### src/sv/mams_pkg.sv
package mams_pkg;

	// Command codes; code 7 is a no-op
	localparam logic [2:0] CMD_TICK = 3'd0;
	localparam logic [2:0] CMD_HALT = 3'd1;
	localparam logic [2:0] CMD_SETVEL = 3'd2;
	localparam logic [2:0] CMD_GOTO = 3'd3;
	localparam logic [2:0] CMD_HOMING = 3'd4;
	localparam logic [2:0] CMD_REZERO = 3'd5;
	localparam logic [2:0] CMD_LOAD = 3'd6;

	// Divisor choice of the shared reciprocal unit
	typedef enum logic {
		DIV_TICK,	// divide by 50 (one 0.02 s step)
		DIV_DEG		// divide by 360 (degrees to revolutions)
	} div_sel_t;

	// Motion state of one axis, Q16.16
	typedef struct packed {
		logic signed [31:0] pos;
		logic signed [31:0] vel;
		logic signed [31:0] tgt;
		logic               tact;
	} mams_axis_t;

endpackage

### src/sv/mams_recip_div.sv
module mams_recip_div (
	input  logic               clk,
	input  logic [31:0]        mag,
	input  mams_pkg::div_sel_t sel,
	output logic [31:0]        quo_s1
);

	// ceil(2^38/50) and ceil(2^41/360): exact floor quotients for mag <= 2^32-1
	localparam logic [32:0] RECIP_50 = 33'd5497558139;
	localparam logic [32:0] RECIP_360 = 33'd6108397933;

	logic [64:0] prod;

	assign prod = 65'(mag) * 65'((sel == mams_pkg::DIV_DEG) ? RECIP_360 : RECIP_50);

	always_ff @(posedge clk) begin
		if (sel == mams_pkg::DIV_DEG) begin
			quo_s1 <= 32'(prod[64:41]);
		end else begin
			quo_s1 <= 32'(prod[64:38]);
		end
	end

endmodule

### config.mk
export PLATFORM = sky130hd
export DESIGN_NAME = mams_recip_div
export DESIGN_NICKNAME = d
export VERILOG_FILES = /design/src/sv/mams_pkg.sv /design/src/sv/mams_recip_div.sv
export SDC_FILE = /design/constraint.sdc
export NUM_CORES = 2
export LEC_CHECK = 0
export ABC_CLOCK_PERIOD_IN_PS = 9700
export BUFFER_PORTS_ARGS = -buffer_cell sky130_fd_sc_hd__buf_2
export CORE_MARGIN = 2
export CORE_UTILIZATION = 55
export CTS_BUF_LIST = sky130_fd_sc_hd__clkbuf_8
export DETAILED_ROUTE_END_ITERATION = 10
export PLACE_DENSITY = 0.76
export SLEW_MARGIN = 20
export SYNTH_ARGS = -nofsm -noshare
export SYNTH_HDL_FRONTEND = slang
export SYNTH_SLANG_ARGS = --single-unit
### constraint.sdc
create_clock -name clk -period 9.7 [get_ports clk]
set_input_delay 1.455 -clock clk [delete_from_list [all_inputs] [get_ports clk]]
set_output_delay 1.455 -clock clk [all_outputs]
set_load 0.03 [all_outputs]
==> impl_metrics.csv <==
group,metric,value,unit
outcome,status,"finished, final reports clean",
layout,regMostFlops,"quo_s1",
place,pre_cts_slack,0.429,ns
setup_path,critical-path-top-cell-by-count,"fa_1",
layout,post-route-util,58.5,%
logic_synthesis,synth_flop_cell,"dfxtp_1",
floorplan,fp.dieH,220,µm
place,port-buffer-count,60,
clock_tree,cts_max_level,1,
layout,mostFrequentLayoutCell,"inv_1",
layout,area_growth,4.38,%
setup_path,worstPathArrival,9.29,ns
floorplan,rows,78,
setup_path,crit_path_start,"sel",
logic_synthesis,synth_area,25500,µm²
timing,drv_slew,0,
place,dp_hpwl,66000,µm
layout,diodes,0,
clock_tree,cts_buffers,3,
setup_path,slowest_delay,0.61,ns
floorplan,dieArea,48200,µm²
logic_synthesis,synth_cell_type_count,69,
routing,via_per_inst,5.31,
global_route,antenna_found_initial,0,
clock_tree,post_cts_buffers,0,
logic_synthesis,ys_warn_count,0,
routing,drc,0,
clock_tree,cts.clk_slew.worst_paths,0.08,ns
logic_synthesis,async_reset_ff_share,0,%
logic_synthesis,synth_edf_count,0,
floorplan,start_util,56.0,%
place,gp_congestion,1.02,
clock_tree,cts_tree,"done",
layout,drive_gt1_share,4.30,%
routing,drtIter0Drc,1108,
flow_run,maxCapViolations,0,
routing,antenna_left,0,
routing,vias,17151,
setup_path,path_delay_family,"adder cells",
logic_synthesis,ys_ff_latch,27,
logic_synthesis,yosysSeqAreaShare,2.12,%
timing,hold_slack,1.95,ns
global_route,grt_pass1_wl,114000,µm
clock_tree,clockBufferDepth,2,
timing,max_freq,0.110,GHz
setup_path,worstPathRequired,9.87,ns
setup_path,critPathMaxFanout,36,
clock_tree,clock-root-buffer,"clkbuf_8",
logic_synthesis,postSynthAreaPerCell,9.97,µm²
clock_tree,clkSinkCount,27,
timing,min_period_over_period,94.0,%
global_route,grt_usage,32.1,%
global_route,grt_pass1_vias,19563,
setup_path,worstSetupStartpointType,"primary input",
floorplan,design.core.area,45600,µm²
setup_path,setup.worst_path.class,"primary input to flip-flop",
timing,relSlewSlack,50.8,%
layout,layout_common_cells,"888 x inv_1, 632 x fa_1, 452 x ha_1",
clock_tree,ctsResizeCount,0,
floorplan,die_w,220,µm
layout,largest_register_ffs,27,
timing,worstMarginPinSlew,0.735,ns
timing,finalWorstSetupSlack,0.581,ns
clock_tree,cts_hold_buf,0,
timing,hold_violations,0,
routing,wl,71300,µm
setup_path,critPathCaptureType,"flip-flop",
floorplan,io_pins,66,
routing,first_pass_iters,5,
routing,wl_per_cell,22.1,µm
min_path,hold_class,"primary input to flip-flop",
timing,min_period,9.12,ns
layout,final_nets,3746,
timing,final.setup.tns,0,ns
global_route,grt_overflow,0,
min_path,min_from,"sel",
global_route,grt_max_degree,37,
logic_synthesis,syn_inst,2562,
layout,reg.largest.list,"quo_s1: 27 flops",
setup_path,critPathBufInv,7,
timing,grt_setup_unrepaired,"false",
timing,finalSetupViolCount,0,
layout,fillers,3991,
setup_path,slowest_stage,"fa_1",
cell type report:
type	instances	area, µm²	area share, %
clock buffer	3	41.3	0.155
clock inverter	1	3.75	0.0141
inverter	888	3330	12.5
multi-input combinational	1636	21600	81.0
sequential	27	541	2.03
tap	600	751	2.82
timing repair buffer	72	393	1.47
tightest hold or removal path: cells and delay by family:
family	cells	cell delay (ns)
buffers and inverters	2	0.56
and+or+nand+nor	1	0.14
routing by layer:
layer / up-vias / track usage, % / wire length (µm)
met5: - / 0 / 0
met4: 0 / 6.49 / 1590
met3: 74 / 5.29 / 5390
met2: 543 / 51.5 / 33300
met1: 8815 / 46.5 / 31000
li1: 7719 / - / -
cells in the mapped netlist, types with 4 or more instances:
master	n	share of area (%)
mux2_2	15	0.66
or3_1	6	0.15
o21a_1	10	0.29
fa_1	632	50
and2_1	13	0.32
buf_4	5	0.15
nor2b_1	7	0.17
nor2_1	46	0.68
a31oi_1	8	0.20
xnor2_1	24	0.82
nand3_1	11	0.22
a21o_1	33	0.97
o21ai_0	39	0.76
a21oi_1	59	1.2
ha_1	452	22
or2_2	8	0.20
nor4_1	4	0.098
xor2_1	13	0.45
nand2b_1	30	0.73
nand2_1	90	1.3
a211oi_1	9	0.26
clkbuf_1	35	0.51
nor3_1	9	0.18
nand4_1	19	0.47
o211ai_1	7	0.21
o21bai_1	6	0.18
dfxtp_1	27	2.1
mux2i_1	5	0.20
inv_1	887	13
cells by family (layout without fill, tap and decap cells):
family	count (synthesis)	after routing	share of synthesized area (%)
xor+xnor	37	37	1.27
mux	21	21	0.901
buf+inv	931	964	13.8
other cells	2	34	0.0294
flops	27	27	2.12
compound gates	205	205	5.32
fa+ha+maj	1084	1084	71.7
simple gates	255	255	4.90
stage by stage:
stage                     instance area [µm²]  std cells
after floorplan                         25700       2594
after global placement                  26600       3223
after detailed placement                26600       3223
after CTS                               26700       3227
after global routing                    26700       3227
final                                   26700       3227
worst paths after layout:
| check | end | slack [ns] | depth (start not counted) |
|---|---|---|---|
| worst max-delay path | quo_s1[18] | 0.58 | 26 |
| worst min-delay path | quo_s1[25] | 1.95 | 3 |
Power is not shown: default switching activity piles up to over one toggle a cycle in this logic, so the estimate is an artifact.
