### src/sv/mams_pkg.sv
package mams_pkg;

	// Command codes; code 7 is a no-op
	localparam logic [2:0] CMD_TICK = 3'd0;
	localparam logic [2:0] CMD_HALT = 3'd1;
	localparam logic [2:0] CMD_SETVEL = 3'd2;
	localparam logic [2:0] CMD_GOTO = 3'd3;
	localparam logic [2:0] CMD_HOMING = 3'd4;
	localparam logic [2:0] CMD_REZERO = 3'd5;
	localparam logic [2:0] CMD_LOAD = 3'd6;

	// Divisor choice of the shared reciprocal unit
	typedef enum logic {
		DIV_TICK,	// divide by 50 (one 0.02 s step)
		DIV_DEG		// divide by 360 (degrees to revolutions)
	} div_sel_t;

	// Motion state of one axis, Q16.16
	typedef struct packed {
		logic signed [31:0] pos;
		logic signed [31:0] vel;
		logic signed [31:0] tgt;
		logic               tact;
	} mams_axis_t;

endpackage

### src/sv/mams_axis_step.sv
module mams_axis_step (
	input  mams_pkg::mams_axis_t cur,
	input  logic signed [31:0]   tmin,
	input  logic signed [31:0]   tmax,
	input  logic [31:0]          quo,
	output mams_pkg::mams_axis_t nxt
);

	logic signed [33:0] p, t, d, absd, qx, pn, mn, mx;
	logic signed [31:0] v;
	logic               ta;

	always_comb begin
		p = {{2{cur.pos[31]}}, cur.pos};
		t = {{2{cur.tgt[31]}}, cur.tgt};
		mn = {{2{tmin[31]}}, tmin};
		mx = {{2{tmax[31]}}, tmax};
		qx = {2'b00, quo};
		d = t - p;
		absd = d[33] ? -d : d;
		v = cur.vel;
		ta = cur.tact;
		if (cur.tact) begin
			if (absd <= qx) begin
				// arrive exactly and stop
				pn = t;
				ta = 1'b0;
				v = '0;
			end else begin
				pn = d[33] ? (p - qx) : (p + qx);
			end
		end else begin
			pn = cur.vel[31] ? (p - qx) : (p + qx);
		end
		if (pn <= mn) begin
			pn = mn;
			if (v < 0) begin
				v = '0;
			end
		end
		if (pn >= mx) begin
			pn = mx;
			if (v > 0) begin
				v = '0;
			end
		end
		nxt.pos = pn[31:0];
		nxt.vel = v;
		nxt.tgt = cur.tgt;
		nxt.tact = ta;
	end

endmodule

### config.mk
export PLATFORM = sky130hd
export DESIGN_NAME = mams_axis_step
export DESIGN_NICKNAME = d
export VERILOG_FILES = /design/src/sv/mams_pkg.sv /design/src/sv/mams_axis_step.sv
export SDC_FILE = /design/constraint.sdc
export NUM_CORES = 1
export LEC_CHECK = 0
export ABC_AREA = 1
export BUFFER_PORTS_ARGS = -buffer_cell sky130_fd_sc_hd__buf_2
export CAP_MARGIN = 5
export CORE_MARGIN = 10
export CORE_UTILIZATION = 50
export DETAILED_ROUTE_END_ITERATION = 6
export PLACE_DENSITY = 0.74
export RECOVER_POWER = 100
export SKIP_LAST_GASP = 1
export SYNTH_ARGS = -nofsm -noshare
export SYNTH_HDL_FRONTEND = slang
export SYNTH_SLANG_ARGS = --single-unit
### constraint.sdc
create_clock -name vclk -period 22.7
set_input_delay 4.54 -clock vclk [all_inputs]
set_output_delay 4.54 -clock vclk [all_outputs]
set_load 0.05 [all_outputs]
==> flow_summary.rst <==
.. list-table::
   :header-rows: 1

   * - Metric
     - Value
   * - Outcome
     - finished with violations
   * - Critical path capture point type
     - output pin
   * - GRT Residual Overflow
     - 0
   * - Sequential element share of the synthesized area
     - 0
   * - Via count of the first global-routing pass
     - around 15,000
   * - Via total after detailed routing
     - ~16,000
   * - Syn_area_per_cell
     - around 5.2 um2
   * - Delay of the slowest critical-path stage
     - between 1000 and 1500 ps
   * - Via density
     - approximately 5.4
   * - Layout Area Growth over Synthesis
     - 9.13%
   * - Net count after synthesis
     - between 2,000 and 3,000
   * - Overall die area
     - approximately 0.033 mm2
   * - Pin count of the biggest net entering global routing
     - 76
   * - Clock tree buffer count of the final layout
     - 0
   * - Final Hold Vio Count
     - 0
   * - Antenna viol nets, final
     - 0
   * - Cell Area, Synth
     - 0.0132 mm2
   * - Violated checks
     - max-capacitance violations, max-slew violations
   * - Required time of the critical path
     - about 18,000 ps
   * - Area used by sequential logic in the layout
     - 0 um2
   * - Seq_cells
     - 0
   * - Actual slew at the worst max-slew pin
     - roughly 1800 ps
   * - Worst vdd rail ir drop
     - 0.000149 V
   * - Warnings from Yosys
     - 0
   * - Worst Setup Path Type
     - in -> out
   * - Wire length of the first global-routing pass
     - roughly 80 mm
   * - Number of I/O port buffers
     - a little under 300
   * - Max-slew headroom at the worst pin
     - -0.226
   * - Routed WL per cell
     - about 17 um
   * - # nets final
     - between 3,000 and 4,000
   * - Unrepaired setup endpoints after global routing
     - no
   * - Global-route usage over all layers
     - 0.295
   * - Number of instances in the synthesized netlist
     - roughly 2,500
   * - Cell with the largest stage delay on the worst path
     - sky130_fd_sc_hd__nor2_2
   * - Worst Hold Class
     - in -> out
   * - Fmax
     - around 48 MHz
   * - Most used cell along the critical path
     - sky130_fd_sc_hd__nand2_1
   * - Die extent in y
     - roughly 180 um
   * - Horizontal die dimension
     - 183 um
   * - Hold buffer count at CTS
     - 0
   * - Count of unresolved DRC violations after routing
     - 0
   * - Final Max Slew Viols
     - 32
   * - Cell variety after synth
     - 49
   * - Resized Gates After CTS
     - 0
   * - Cell row count
     - just under 60
   * - Setup-violating endpoint count in the final report
     - 0
   * - Final worst path period need
     - roughly 21,000 ps
   * - Critical path launch point type
     - input pin
   * - Final period util
     - 0.925
   * - Std-Cell Core Area
     - approximately 0.026 mm2
   * - Fraction of layout instances using a drive strength above 1
     - 0.110
   * - Number of max-cap violations
     - 1
   * - Iteration-0 DRC Markers
     - 1,323
   * - Weighted congestion reported at the end of routability-driven placement
     - between 0.9 and 1
   * - Final HPWL from detailed placement
     - ~47 mm
   * - Leakage power
     - roughly 8.6 nW
   * - Biggest fanout along the worst timing path
     - 48
   * - Boundary pin count
     - 290
   * - Critical path arrival
     - about 16,000 ps
   * - Antenna violations before repair
     - 1
   * - Final core area utilization
     - 0.555
   * - Final routed wirelength across all metal layers
     - 53.4 mm
   * - Final sum of negative setup slack
     - 0 ps
   * - Ratio of total power to cell area
     - approximately 78 mW/mm2
   * - Fin Hold WS
     - approximately 9500 ps
   * - Detailed-router iteration count before antenna repair
     - 6
   * - Setup repair bufs after CTS
     - 0
   * - Initial Util
     - 0.508
## through the flow
step | instances | power (mW) | cell area (um2) | setup WS [ps]
after CTS | 3058 | 1.13 | 14500 | 2250
final | 3060 | 1.12 | 14500 | 1700
after floorplan | 2537 | 0.874 | 13200 | 4670
after detailed placement | 3058 | 1.12 | 14500 | 2260
after global placement | 3058 | 1.10 | 14500 | 2570
after global routing | 3059 | 1.23 | 14500 | 709
## layout make-up
type / count / area (um2)
multi-input combinational: 1932 / 10800
inverter: 497 / 1870
tap: 335 / 419
timing repair buffer: 295 / 1400
antenna: 1 / 2.50
fill: 2853 / 11600
## critical path, delay by kind of cell
kind | cells | cell delay, ps
AND/OR/NAND/NOR | 39 | 7400
XOR/XNOR | 1 | 140
adder cells (fa/ha/maj) | 5 | 1670
AO/OA/AOI/OAI | 6 | 1170
buffers and inverters | 7 | 1490
## metal layers
layer  wire length, um  global-route usage  vias up
li1                  -                   -     8309
met1             22500               0.364     7388
met2             24600               0.510      624
met3              4320              0.0472       90
met4              2010              0.0997        2
met5                 8                   0        -
## placed cells by master (no fill, tap or decap), types with 5 or more instances in the layout
cell	count
sky130_fd_sc_hd__o21ai_0	115
sky130_fd_sc_hd__o21bai_1	10
sky130_fd_sc_hd__o21ai_1	37
sky130_fd_sc_hd__nand2_1	728
sky130_fd_sc_hd__nand3b_1	5
sky130_fd_sc_hd__nand2_2	12
sky130_fd_sc_hd__buf_2	201
sky130_fd_sc_hd__nand4_1	42
sky130_fd_sc_hd__nor3_1	21
sky130_fd_sc_hd__clkbuf_1	89
sky130_fd_sc_hd__xor2_1	70
sky130_fd_sc_hd__o211ai_1	27
sky130_fd_sc_hd__or2_2	20
sky130_fd_sc_hd__a211oi_1	5
sky130_fd_sc_hd__a31oi_1	7
sky130_fd_sc_hd__nor2_2	50
sky130_fd_sc_hd__a21o_1	10
sky130_fd_sc_hd__nor4_1	6
sky130_fd_sc_hd__nand3_1	131
sky130_fd_sc_hd__nor2_1	227
sky130_fd_sc_hd__a21oi_1	150
sky130_fd_sc_hd__inv_1	489
sky130_fd_sc_hd__o21a_1	8
sky130_fd_sc_hd__ha_1	199
sky130_fd_sc_hd__and3_1	5
sky130_fd_sc_hd__or2_1	7
sky130_fd_sc_hd__xnor2_1	14
## final timing paths
| kind | from | endpoint | slack [ps] | cells after the start |
|---|---|---|---|---|
| max | cur[1] | nxt[33] | 1700 | 58 |
| min | tmax[30] | nxt[95] | 9490 | 4 |
## synthesized netlist by cell type (5+ instances only)
master                       n  share of area
sky130_fd_sc_hd__xor2_1     70          0.046
sky130_fd_sc_hd__buf_4      35          0.020
sky130_fd_sc_hd__nand2_1   728           0.21
sky130_fd_sc_hd__a21oi_1   150          0.057
sky130_fd_sc_hd__ha_1      199           0.19
sky130_fd_sc_hd__and3_1      5         0.0024
sky130_fd_sc_hd__buf_6       7         0.0059
sky130_fd_sc_hd__nor4_1      6         0.0028
sky130_fd_sc_hd__or2_2      20         0.0094
sky130_fd_sc_hd__clkbuf_1   44          0.012
sky130_fd_sc_hd__o21ai_1    38          0.014
sky130_fd_sc_hd__a211oi_1    5         0.0028
sky130_fd_sc_hd__or2_1       7         0.0033
sky130_fd_sc_hd__nand3b_1    5         0.0028
sky130_fd_sc_hd__nor3_1     21         0.0079
sky130_fd_sc_hd__inv_1     489           0.14
sky130_fd_sc_hd__a21o_1     10         0.0057
sky130_fd_sc_hd__a31oi_1     7         0.0033
sky130_fd_sc_hd__buf_2      12         0.0045
sky130_fd_sc_hd__o21ai_0   114          0.043
sky130_fd_sc_hd__xnor2_1    14         0.0093
sky130_fd_sc_hd__o21bai_1   10         0.0057
sky130_fd_sc_hd__nand3_1   131          0.049
sky130_fd_sc_hd__o21a_1      8         0.0045
sky130_fd_sc_hd__nand4_1    42          0.020
sky130_fd_sc_hd__nand2_2    12         0.0057
sky130_fd_sc_hd__buf_1      10         0.0028
sky130_fd_sc_hd__nor2_1    227          0.064
sky130_fd_sc_hd__nor2_2     49          0.023
sky130_fd_sc_hd__o211ai_1   27          0.015
## report_power, final
| part | internal [mW] | total [mW] | switching (mW) | leakage, nW |
|---|---|---|---|---|
| combinational | 0.292 | 1.12 | 0.832 | 8.56 |
| sequential | 0 | 0 | 0 | 0 |
| clock | 0.00000000278 | 0.00000000279 | 0 | 0.00000634 |
## cell families (layout without fill, tap and decap cells)
group / count (synthesis) / after routing / synth area share
buffers and inverters: 605 / 792 / 0.187
AND/OR/NAND/NOR: 1262 / 1262 / 0.404
XOR/XNOR: 85 / 85 / 0.0568
AO/OA/AOI/OAI: 383 / 383 / 0.160
adder cells (fa/ha/maj): 202 / 202 / 0.192
other: 0 / 1 / 0
Power figures use the tool's default switching activity.
